`config.mk`:
```
export PLATFORM = sky130hd
export DESIGN_NAME = chacha20_stream_cipher
export DESIGN_NICKNAME = d
export VERILOG_FILES = /design/src/hw/rtl/cc20_pkg.sv /design/src/hw/rtl/cc20_front.sv /design/src/hw/rtl/cc20_back.sv /design/src/hw/rtl/chacha20_stream_cipher.sv
export SDC_FILE = /design/constraint.sdc
export NUM_CORES = 2
export LEC_CHECK = 0
export CAP_MARGIN = 25
export CORE_ASPECT_RATIO = 0.8
export CORE_MARGIN = 2
export CORE_UTILIZATION = 55
export CTS_CLUSTER_SIZE = 25
export DETAILED_ROUTE_END_ITERATION = 7
export DONT_BUFFER_PORTS = 1
export PLACE_DENSITY = 0.7
export SYNTH_ARGS = -nofsm -noshare
export SYNTH_HDL_FRONTEND = slang
export SYNTH_SLANG_ARGS = --single-unit
```
`constraint.sdc`:
```
create_clock -name clock -period 43.6 [get_ports clock]
set_input_delay 2.18 -clock clock [delete_from_list [all_inputs] [get_ports clock]]
set_output_delay 2.18 -clock clock [all_outputs]
set_load 0.03 [all_outputs]
```
`src/hw/rtl/cc20_pkg.sv`:
```
// ----------------------------------------------------------------------------
// cc20_pkg
// Shared types, constants and block-function helpers for the stream cipher.
// ----------------------------------------------------------------------------
package cc20_pkg;

   localparam int CSR_ADDR_W  = 6;
   localparam int CSR_DATA_W  = 64;
   localparam int QUEUE_DEPTH = 4;
   localparam int QUEUE_PTR_W = 2;
   localparam int QUEUE_CNT_W = 3;

   localparam logic [31:0] SIGMA0 = 32'h61707865;
   localparam logic [31:0] SIGMA1 = 32'h3320646e;
   localparam logic [31:0] SIGMA2 = 32'h79622d32;
   localparam logic [31:0] SIGMA3 = 32'h6b206574;

   localparam logic [2:0] REG_KEY_PART0     = 3'd0;
   localparam logic [2:0] REG_KEY_PART1     = 3'd1;
   localparam logic [2:0] REG_KEY_PART2     = 3'd2;
   localparam logic [2:0] REG_KEY_PART3     = 3'd3;
   localparam logic [2:0] REG_NONCE_LOW     = 3'd4;
   localparam logic [2:0] REG_NONCE_HIGH    = 3'd5;
   localparam logic [2:0] REG_COUNTER_START = 3'd6;

   typedef struct packed {
      logic [7:0] data_byte;
      logic       message_end;
   } req_type;

   typedef struct packed {
      logic [7:0] result_byte;
      logic       last_out;
   } rsp_type;

   typedef struct packed {
      req_type item;
      logic    msg_start;
   } work_item_type;

   typedef struct packed {
      logic [63:0] key_part0;
      logic [63:0] key_part1;
      logic [63:0] key_part2;
      logic [63:0] key_part3;
      logic [63:0] nonce_low;
      logic [31:0] nonce_high;
      logic [31:0] counter_start;
   } cfg_type;

   typedef logic [15:0][31:0] block_state_type;
   typedef logic [3:0][31:0]  quad_type;

   function automatic logic [31:0] rotl(input logic [31:0] v, input int n);
      rotl = (v << n) | (v >> (32 - n));
   endfunction

   // a, b, c, d in element 0..3
   function automatic quad_type mix_quad(input quad_type q);
      logic [31:0] a, b, c, d;
      a = q[0];
      b = q[1];
      c = q[2];
      d = q[3];
      a = a + b;  d = rotl(d ^ a, 16);
      c = c + d;  b = rotl(b ^ c, 12);
      a = a + b;  d = rotl(d ^ a, 8);
      c = c + d;  b = rotl(b ^ c, 7);
      mix_quad[0] = a;
      mix_quad[1] = b;
      mix_quad[2] = c;
      mix_quad[3] = d;
   endfunction

   function automatic block_state_type init_state(input cfg_type cfg,
                                                  input logic [31:0] count);
      block_state_type s;
      s[0]  = SIGMA0;
      s[1]  = SIGMA1;
      s[2]  = SIGMA2;
      s[3]  = SIGMA3;
      s[4]  = cfg.key_part0[31:0];
      s[5]  = cfg.key_part0[63:32];
      s[6]  = cfg.key_part1[31:0];
      s[7]  = cfg.key_part1[63:32];
      s[8]  = cfg.key_part2[31:0];
      s[9]  = cfg.key_part2[63:32];
      s[10] = cfg.key_part3[31:0];
      s[11] = cfg.key_part3[63:32];
      s[12] = count;
      s[13] = cfg.nonce_low[31:0];
      s[14] = cfg.nonce_low[63:32];
      s[15] = cfg.nonce_high;
      init_state = s;
   endfunction

endpackage

```
`src/hw/rtl/cc20_front.sv`:
```
// ----------------------------------------------------------------------------
// cc20_front
// Input queue: takes bytes, marks the first byte of each message, and holds
// them until the keystream engine is ready.
// ----------------------------------------------------------------------------
module cc20_front (
   input  logic                       clock,
   input  logic                       reset,
   input  logic                       push,
   input  cc20_pkg::req_type          req_payload,
   output logic                       full,
   input  logic                       deq,
   output logic                       head_valid,
   output cc20_pkg::work_item_type    head
);

   cc20_pkg::work_item_type entry_ff [cc20_pkg::QUEUE_DEPTH];
   cc20_pkg::work_item_type entry_in;
   logic [cc20_pkg::QUEUE_PTR_W-1:0] wr_ptr_ff, wr_ptr_in;
   logic [cc20_pkg::QUEUE_PTR_W-1:0] rd_ptr_ff, rd_ptr_in;
   logic [cc20_pkg::QUEUE_CNT_W-1:0] count_ff, count_in;
   logic                             start_ff, start_in;
   logic                             do_push, do_pop;

   assign full       = (count_ff == cc20_pkg::QUEUE_CNT_W'(cc20_pkg::QUEUE_DEPTH));
   assign head_valid = (count_ff != '0);
   assign head       = entry_ff[rd_ptr_ff];
   assign do_push    = push && !full;
   assign do_pop     = deq && head_valid;

   always_comb begin
      entry_in.item      = req_payload;
      entry_in.msg_start = start_ff;
      wr_ptr_in = do_push ? wr_ptr_ff + cc20_pkg::QUEUE_PTR_W'(1) : wr_ptr_ff;
      rd_ptr_in = do_pop  ? rd_ptr_ff + cc20_pkg::QUEUE_PTR_W'(1) : rd_ptr_ff;
      count_in  = count_ff;
      if (do_push && !do_pop) begin
         count_in = count_ff + cc20_pkg::QUEUE_CNT_W'(1);
      end else if (do_pop && !do_push) begin
         count_in = count_ff - cc20_pkg::QUEUE_CNT_W'(1);
      end
      // the byte after an end-of-message byte opens a new message
      start_in = do_push ? req_payload.message_end : start_ff;
   end

   always_ff @(posedge clock) begin
      if (reset) begin
         wr_ptr_ff <= '0;
         rd_ptr_ff <= '0;
         count_ff  <= '0;
         start_ff  <= 1'b1;
      end else begin
         wr_ptr_ff <= wr_ptr_in;
         rd_ptr_ff <= rd_ptr_in;
         count_ff  <= count_in;
         start_ff  <= start_in;
      end
   end

   always_ff @(posedge clock) begin
      if (do_push) begin
         entry_ff[wr_ptr_ff] <= entry_in;
      end
   end

endmodule

```
`src/hw/rtl/cc20_back.sv`:
```
// ----------------------------------------------------------------------------
// cc20_back
// Keystream engine: builds 64-byte blocks with one shared quarter-round unit
// and XORs queued bytes with the keystream into an output register.
// ----------------------------------------------------------------------------
module cc20_back #(
   parameter int ROUNDS = 20
) (
   input  logic                       clock,
   input  logic                       reset,
   input  cc20_pkg::cfg_type          cfg,
   input  logic                       head_valid,
   input  cc20_pkg::work_item_type    head,
   output logic                       deq,
   output logic                       empty,
   input  logic                       pop,
   output cc20_pkg::rsp_type          rsp_payload
);

   localparam int QR_TOTAL = 4 * ROUNDS;
   localparam int QR_CNT_W = $clog2(QR_TOTAL);
   localparam logic [QR_CNT_W-1:0] QR_LAST = QR_CNT_W'(QR_TOTAL - 1);

   typedef enum logic [2:0] {
      ST_READY = 3'b001,
      ST_ROUND = 3'b010,
      ST_FINAL = 3'b100
   } back_state_type;

   back_state_type              state_ff, state_in;
   cc20_pkg::block_state_type   work_ff, work_in;
   cc20_pkg::block_state_type   ks_ff, ks_in;
   cc20_pkg::block_state_type   tmp, rotated, init_cur;
   cc20_pkg::quad_type          qr_in, qr_out;
   logic [31:0]                 count_ff, count_in;
   logic [5:0]                  pos_ff, pos_in;
   logic                        first_built_ff, first_built_in;
   logic [QR_CNT_W-1:0]         qr_cnt_ff, qr_cnt_in;
   logic                        out_valid_ff, out_valid_in;
   cc20_pkg::rsp_type           out_ff, out_in;
   logic                        diag, out_free, build_first, consume;
   logic [31:0]                 ks_word;
   logic [7:0]                  ks_byte;

   assign empty       = !out_valid_ff;
   assign rsp_payload = out_ff;
   assign out_free    = !out_valid_ff || pop;
   assign build_first = (state_ff == ST_READY) && head_valid && head.msg_start
                        && !first_built_ff;
   assign consume     = (state_ff == ST_READY) && head_valid && !build_first && out_free;
   assign deq         = consume;

   assign ks_word = ks_ff[pos_ff[5:2]];
   assign ks_byte = ks_word[{pos_ff[1:0], 3'b000} +: 8];

   // the state is rotated one column after every quarter round, so the
   // unit always works on column 0 or on the main diagonal
   assign diag     = qr_cnt_ff[2];
   assign init_cur = cc20_pkg::init_state(cfg, count_ff);

   always_comb begin
      qr_in[0] = work_ff[0];
      qr_in[1] = diag ? work_ff[5]  : work_ff[4];
      qr_in[2] = diag ? work_ff[10] : work_ff[8];
      qr_in[3] = diag ? work_ff[15] : work_ff[12];
      qr_out   = cc20_pkg::mix_quad(qr_in);
      tmp      = work_ff;
      tmp[0]   = qr_out[0];
      if (diag) begin
         tmp[5]  = qr_out[1];
         tmp[10] = qr_out[2];
         tmp[15] = qr_out[3];
      end else begin
         tmp[4]  = qr_out[1];
         tmp[8]  = qr_out[2];
         tmp[12] = qr_out[3];
      end
      for (int r = 0; r < 4; r++) begin
         for (int j = 0; j < 4; j++) begin
            rotated[r*4 + j] = tmp[r*4 + ((j + 1) % 4)];
         end
      end
   end

   always_comb begin
      state_in       = state_ff;
      work_in        = work_ff;
      ks_in          = ks_ff;
      count_in       = count_ff;
      pos_in         = pos_ff;
      first_built_in = first_built_ff;
      qr_cnt_in      = qr_cnt_ff;
      out_valid_in   = out_valid_ff && !pop;
      out_in         = out_ff;

      unique case (state_ff)
         ST_READY: begin
            if (build_first) begin
               count_in  = cfg.counter_start;
               pos_in    = '0;
               work_in   = cc20_pkg::init_state(cfg, cfg.counter_start);
               qr_cnt_in = '0;
               state_in  = ST_ROUND;
            end else if (consume) begin
               out_valid_in       = 1'b1;
               out_in.result_byte = head.item.data_byte ^ ks_byte;
               out_in.last_out    = head.item.message_end;
               first_built_in     = 1'b0;
               if (head.item.message_end) begin
                  pos_in = '0;
               end else if (pos_ff == 6'd63) begin
                  pos_in    = '0;
                  count_in  = count_ff + 32'd1;
                  work_in   = cc20_pkg::init_state(cfg, count_ff + 32'd1);
                  qr_cnt_in = '0;
                  state_in  = ST_ROUND;
               end else begin
                  pos_in = pos_ff + 6'd1;
               end
            end
         end
         ST_ROUND: begin
            work_in   = rotated;
            qr_cnt_in = qr_cnt_ff + QR_CNT_W'(1);
            if (qr_cnt_ff == QR_LAST) begin
               state_in = ST_FINAL;
            end
         end
         ST_FINAL: begin
            for (int i = 0; i < 16; i++) begin
               ks_in[i] = work_ff[i] + init_cur[i];
            end
            first_built_in = 1'b1;
            state_in       = ST_READY;
         end
         default: begin
            state_in = ST_READY;
         end
      endcase
   end

   always_ff @(posedge clock) begin
      if (reset) begin
         state_ff       <= ST_READY;
         count_ff       <= '0;
         pos_ff         <= '0;
         first_built_ff <= 1'b0;
         qr_cnt_ff      <= '0;
         out_valid_ff   <= 1'b0;
      end else begin
         state_ff       <= state_in;
         count_ff       <= count_in;
         pos_ff         <= pos_in;
         first_built_ff <= first_built_in;
         qr_cnt_ff      <= qr_cnt_in;
         out_valid_ff   <= out_valid_in;
      end
   end

   always_ff @(posedge clock) begin
      work_ff <= work_in;
      ks_ff   <= ks_in;
      out_ff  <= out_in;
   end

endmodule

```
`src/hw/rtl/chacha20_stream_cipher.sv`:
```
// ChaCha20 stream cipher, one byte per transaction. Within a keystream block
// a byte is transformed every cycle while a byte is queued and the output
// register is free; each 64-byte block is built by a single quarter-round
// unit doing one quarter round per cycle, and bytes are not processed while
// a block is built; the first byte of a message waits for its block.
// A four-entry input queue keeps accepting bytes while a block is built.
// ----------------------------------------------------------------------------
// chacha20_stream_cipher
// Top level: register file on the APB-style port, input queue and keystream
// engine.
// ----------------------------------------------------------------------------
module chacha20_stream_cipher #(
   parameter int ROUNDS = 20
) (
   input  logic                                clock,
   input  logic                                reset,
   input  logic                                push,
   output logic                                full,
   input  cc20_pkg::req_type                   req_payload,
   output logic                                empty,
   input  logic                                pop,
   output cc20_pkg::rsp_type                   rsp_payload,
   input  logic                                psel,
   input  logic                                penable,
   input  logic                                pwrite,
   input  logic [cc20_pkg::CSR_ADDR_W-1:0]     paddr,
   input  logic [cc20_pkg::CSR_DATA_W-1:0]     pwdata,
   output logic [cc20_pkg::CSR_DATA_W-1:0]     prdata,
   output logic                                pready
);

   cc20_pkg::cfg_type        cfg_ff, cfg_in;
   cc20_pkg::work_item_type  head;
   logic                     head_valid, deq, csr_write;
   logic [2:0]               csr_index;

   assign pready    = 1'b1;
   assign csr_write = psel && penable && pwrite && pready;
   assign csr_index = paddr[5:3];

   always_comb begin
      cfg_in = cfg_ff;
      if (csr_write) begin
         unique case (csr_index)
            cc20_pkg::REG_KEY_PART0:     cfg_in.key_part0     = pwdata;
            cc20_pkg::REG_KEY_PART1:     cfg_in.key_part1     = pwdata;
            cc20_pkg::REG_KEY_PART2:     cfg_in.key_part2     = pwdata;
            cc20_pkg::REG_KEY_PART3:     cfg_in.key_part3     = pwdata;
            cc20_pkg::REG_NONCE_LOW:     cfg_in.nonce_low     = pwdata;
            cc20_pkg::REG_NONCE_HIGH:    cfg_in.nonce_high    = pwdata[31:0];
            cc20_pkg::REG_COUNTER_START: cfg_in.counter_start = pwdata[31:0];
            default: begin
            end
         endcase
      end
   end

   always_comb begin
      unique case (csr_index)
         cc20_pkg::REG_KEY_PART0:     prdata = cfg_ff.key_part0;
         cc20_pkg::REG_KEY_PART1:     prdata = cfg_ff.key_part1;
         cc20_pkg::REG_KEY_PART2:     prdata = cfg_ff.key_part2;
         cc20_pkg::REG_KEY_PART3:     prdata = cfg_ff.key_part3;
         cc20_pkg::REG_NONCE_LOW:     prdata = cfg_ff.nonce_low;
         cc20_pkg::REG_NONCE_HIGH:    prdata = {32'd0, cfg_ff.nonce_high};
         cc20_pkg::REG_COUNTER_START: prdata = {32'd0, cfg_ff.counter_start};
         default:                     prdata = '0;
      endcase
   end

   always_ff @(posedge clock) begin
      if (reset) begin
         cfg_ff <= '0;
      end else begin
         cfg_ff <= cfg_in;
      end
   end

   cc20_front u_front (
      .clock       (clock),
      .reset       (reset),
      .push        (push),
      .req_payload (req_payload),
      .full        (full),
      .deq         (deq),
      .head_valid  (head_valid),
      .head        (head)
   );

   cc20_back #(
      .ROUNDS (ROUNDS)
   ) u_back (
      .clock       (clock),
      .reset       (reset),
      .cfg         (cfg_ff),
      .head_valid  (head_valid),
      .head        (head),
      .deq         (deq),
      .empty       (empty),
      .pop         (pop),
      .rsp_payload (rsp_payload)
   );

endmodule

```
**Yosys cells after proc, flatten, opt, wreduce, memory -nomap -nowiden**

Memories as Yosys holds them, arrays and structs flattened. A register that Yosys moved wholly into a read port is not among the register bits.
Cells that the tools add are included.

- $add $sub $neg: 27
- Magnitude comparators: 1
- Equal/unequal tests: 19
- Shift operators: 1
- Mux-type cells: 48
- Bitwise logic cells: 10
- Reductions and logical operators: 40

Operators by type and width:

| cell | count |
|---|---|
| $mux 512 | 4 |
| $pmux 512 s2 | 1 |
| $add 32x32->32 | 16 |
| $mux 32 | 14 |
| $pmux 64 s7 | 1 |
| $bmux 32 s4 | 1 |
| $xor 32x32->32 | 4 |
| $add 32x31->32 const B | 3 |
| $add 32x1->32 const B | 1 |
| $add 32x30->32 const B | 1 |
| $or 32x12->32 | 1 |
| $or 32x16->32 | 1 |
| $or 32x7->32 | 1 |
| $or 32x8->32 | 1 |
| $shiftx 32x6->8 | 1 |
| $mux 7 | 4 |
| $mux 6 | 4 |
| $mux 3 | 7 |
| $reduce_and 2->1 | 8 |
| $eq 3x3->1 const B | 5 |
| $pmux 7 s2 | 1 |
| $logic_and 1x1->1 | 12 |
| $reduce_and 4->1 | 3 |
| $reduce_bool 2->1 | 5 |
| other kinds (25) | 46 |

- Register bits: 1,475
- Memory bits (writable): 40
- Bits of input ports: 86
- Output and inout bits: 76
- Logic and storage cells: 198
- Memories kept: 1

Memory list:

| memory | words | width | read ports | clocked after Yosys merged registers in | write ports | line | source |
|---|---|---|---|---|---|---|---|
| u_front.entry_ff | 4 | 10 | 1 | 1 | 1 | cc20_front.sv:17 | `cc20_pkg::work_item_type entry_ff [cc20_pkg::QUEUE_DEPTH];` |

**Depth between registers and ports, before layout**

- Depth in word-level cells: 15
- Gate-level depth with buffers: 64
- Depth with buffers taken out: 59

**Cells and area by module**

A second synthesis with hierarchy kept.

- Cells, all modules: 8,918
- Area total of the unflattened synthesis: 92,999.2 sq um

By module, submodules not included:

| module | times used | cells an instance | area an instance (sq um) | sequential area each (sq um) |
|---|---|---|---|---|
| cc20_back | 1 | 7,130 | 73,240.2 | 32,020.7 |
| chacha20_stream_cipher | 1 | 1,684 | 17,798.3 | 7,687.4 |
| cc20_front | 1 | 104 | 1,960.6 | 1,401.3 |

**Least setup slack after synthesis**

OpenSTA, ideal clock, no wires.

- Kind: flip-flop to flip-flop
- From: register u_back.state_ff[2]
- To: register u_back.ks_ff[0] (netlist bit) (enable)
- Library setup time: 2.118 ns
- Arrival time: 37.434 ns
- Required time: 41.482 ns
- Setup slack: 4.047 ns
- Stages on the path, launching flop included: 3
- Path buffers: 1
- Clock period less this slack: 39.553 ns
- Cell sequence: dfxtp_1 clkbuf_1 nor3b_1

- Word-level cells in the longest chain between the ends: 1

Ends and longest elaborated chain:

| what | line | source |
|---|---|---|
| start: declaration | cc20_back.sv:30 | `back_state_type state_ff, state_in;` |
| start signal: assignment | cc20_back.sv:151 | `state_ff <= state_in;` |
| $eq 3x3->1 | cc20_back.sv:96 | `unique case (state_ff)` |
| end signal: assignment | cc20_back.sv:162 | `ks_ff <= ks_in;` |
| end: declaration | cc20_back.sv:32 | `cc20_pkg::block_state_type ks_ff, ks_in;` |

Every way passes these cells.
A chain may end at the register's enable or synchronous reset.

==> flow_metrics.env <==
export IMPL_status="finished with violations"
export IMPL_violations="slew limit"
export IMPL_coreArea_um2=162000
export IMPL_cp_common_cell="a21oi_1"
export IMPL_cts_setup_buffers=0
export IMPL_synth_cells=8970
export IMPL_grt_max_degree=440
export IMPL_worst_path_max_delay_cell="xor2_1"
export IMPL_place_inst=10900
export IMPL_ys_top_cells_by_count="nand2_1 (1819), edfxtp_1 (1073), a21oi_1 (865), ha_1 (500), xnor2_1 (474)"
export IMPL_cp_data_arrival_time_ns=18.80
export IMPL_drive_gt1_share_pct=8.28
export IMPL_cts_sinks=1517
export IMPL_clk_pin_slew_ns=0.06
export IMPL_worst_slew_pin_slew_ns=1.88
export IMPL_rsz0062_at_grt="no"
export IMPL_grt_ovfl_total=0
export IMPL_via_per_inst=6.48
export IMPL_fin_crit_ns=18.14
export IMPL_cp_start_kind="flop"
export IMPL_register_area_um2=41100
export IMPL_relSlewSlack_pct=-25.1
export IMPL_area_growth_pct=8.51
export IMPL_ys_flop_type="edfxtp_1"
export IMPL_wl_per_cell_um=30.9
export IMPL_yosys_area_top_type="edfxtp_1"
export IMPL_hp_class="reg2reg"
export IMPL_required_ns=44.25
export IMPL_synth_seq_area_share_pct=45.8
export IMPL_die_w_um=456
export IMPL_multi_input_area_um2=46100
export IMPL_grt_pass1_wl_um=484000
export IMPL_path_max_fanout=49
export IMPL_synth_avg_cell_area_um2=10.0
export IMPL_layout_cells_non_filler=11200
export IMPL_firstDrtPassIters=7
export IMPL_cts_path_max_buffers=3
export IMPL_netlist_area_um2=89800
export IMPL_finalSetupTns_ns=0
export IMPL_slew_violations=182
export IMPL_vias=72400
export IMPL_cts_htree_levels=4
export IMPL_period_share_pct=41.6
export IMPL_place_hpwl_um=262000
export IMPL_finalSetupViolCount=0
export IMPL_io_buffers=0
export IMPL_cts_hold_buffers=0
export IMPL_yosys_register_bits=1517
export IMPL_syn_nets=9573
export IMPL_fill_cells=13500
export IMPL_max_freq_mhz=55.1
export IMPL_final_hold_violation_count=0
export IMPL_numCtsBuffers=158
export IMPL_root_buffer="clkbuf_16"
export IMPL_synthDistinctLibCells=99
export IMPL_synth_edf_count=1073
export IMPL_die_area_um2=166000
export IMPL_initialDrtViolationCount=11000
export IMPL_cts_resized=0
export IMPL_insertion_delay_ns=0.84
export IMPL_cap_violations=0
export IMPL_chipHeight_um=365
export IMPL_place_congestion=1.04
export IMPL_ioPinCount=162
export IMPL_routed_wl_um=345000
export IMPL_initial_core_util_pct=55.4
export IMPL_yosysMostFrequentCell="nand2_1"
export IMPL_row_count=132
export IMPL_finClkSkew_ns=0.0461
export IMPL_drc=0
export IMPL_grt_pass1_vias=66500
export IMPL_grt_antenna_before_repair=18
export IMPL_track_usage_pct=40.7
export IMPL_synthTopCellsByArea="edfxtp_1 (36%), dfxtp_1 (9.9%), nand2_1 (7.6%), ha_1 (7.0%), mux4_2 (5.3%)"
export IMPL_cts_tree="built"
export IMPL_nNetsFinal=9489
export IMPL_ant_nets=0
export IMPL_async_flop_share_pct=0
export IMPL_crit_type="reg2reg"
export IMPL_end_kind="flop"
export IMPL_synth_top_cell_area_share_pct=35.9
export IMPL_ys_warn_count=0
export IMPL_slowest_delay_ns=0.84
[area by class of cell]
class	instances	share of cell area, %
Antenna cell	6	0.0154
Clock buffer	220	4.43
Clock inverter	75	0.760
Inverter	311	1.21
Multi-Input combinational cell	6747	47.3
Sequential cell	1517	42.2
Tap cell	2144	2.75
Timing Repair Buffer	151	1.28
[stage by stage]
stage / hold WS (ns) / util (%) / setup slack (ns) / area (um^2)
after floorplan: 0.417 / - / 4.05 / 89800
after CTS: 0.447 / 60.1 / 26.36 / 97300
after global placement: 0.427 / 56.8 / 26.47 / 92000
after detailed placement: 0.432 / 56.9 / 26.44 / 92300
final: 0.448 / 60.1 / 25.46 / 97400
after global routing: 0.462 / 60.1 / 25.34 / 97400
[flip-flops by register name, indices dropped and copies added (netlist names), 7 cells and up, named ones only]
name and cells:
cfg_ff 384, u_back.ks_ff 512, u_back.rsp_payload 9, u_back.qr_in 32, u_back.qr_cnt_ff 7, u_back.rotated 288, u_back.work_ff 192, u_front.entry_ff 40
u_back.count_ff 32
[layer usage]
metal / share of wire (%) / wire, um / vias to the layer above / GRT usage [%]
met2: 41 / 141000 / 4496 / 57.5
met1: 40 / 137000 / 35200 / 55.8
met4: 7.7 / 26600 / 12 / 26.7
li1: - / - / 31900 / -
met3: 12 / 40600 / 798 / 9.76
met5: 0.024 / 83 / - / 0
[cell families (layout without fill, tap and decap cells)]
group                    after synthesis  after routing  share of synthesized area, %
adder cells (fa/ha/maj)              519            519                          7.37
buffers and inverters                706            757                          2.98
flip-flops                          1517           1517                          45.8
other                                  1              7                       0.00418
XOR/XNOR                             739            739                          7.54
AND/OR/NAND/NOR                     2968           2968                          14.2
AO/OA/AOI/OAI                       2012           2012                          13.5
multiplexers                         508            508                          8.70
[critical path, delay by kind of cell, from the launching register on]
family | cells | cell delay [ns]
DFF | 1 | 0.61
buffers and inverters | 3 | 0.91
adders and majority gates | 5 | 1.92
and+or+nand+nor | 6 | 0.72
xor gates and xnor gates | 8 | 4.87
AOI/OAI and AO/OA | 31 | 7.77
muxes | 2 | 0.99
[layout by cell type (no fill, tap or decap), types with 194 or more instances in the layout]
master	n
xor2_1	243
nor2_1	462
mux2i_1	218
dfxtp_1	437
ha_1	500
edfxtp_1	1073
a21oi_1	865
nand2_1	1814
mux4_2	210
a21o_1	194
xnor2_1	474
inv_1	310
o21ai_0	444
[path summary, 6_finish.rpt]
path / from / slack [ns] / to / cells past startpoint
min: u_back.rotated[65] / 0.45 / u_back.ks_ff[97] / 0
min reg2reg: u_back.rotated[65] / 0.45 / u_back.ks_ff[97] / 0
max: u_back.qr_cnt_ff[2] / 25.46 / u_back.work_ff[129] / 55
max reg2reg: u_back.qr_cnt_ff[2] / 25.46 / u_back.work_ff[129] / 55
Power is not shown: default switching activity piles up to over one toggle a cycle in this logic, so the estimate is an artifact.
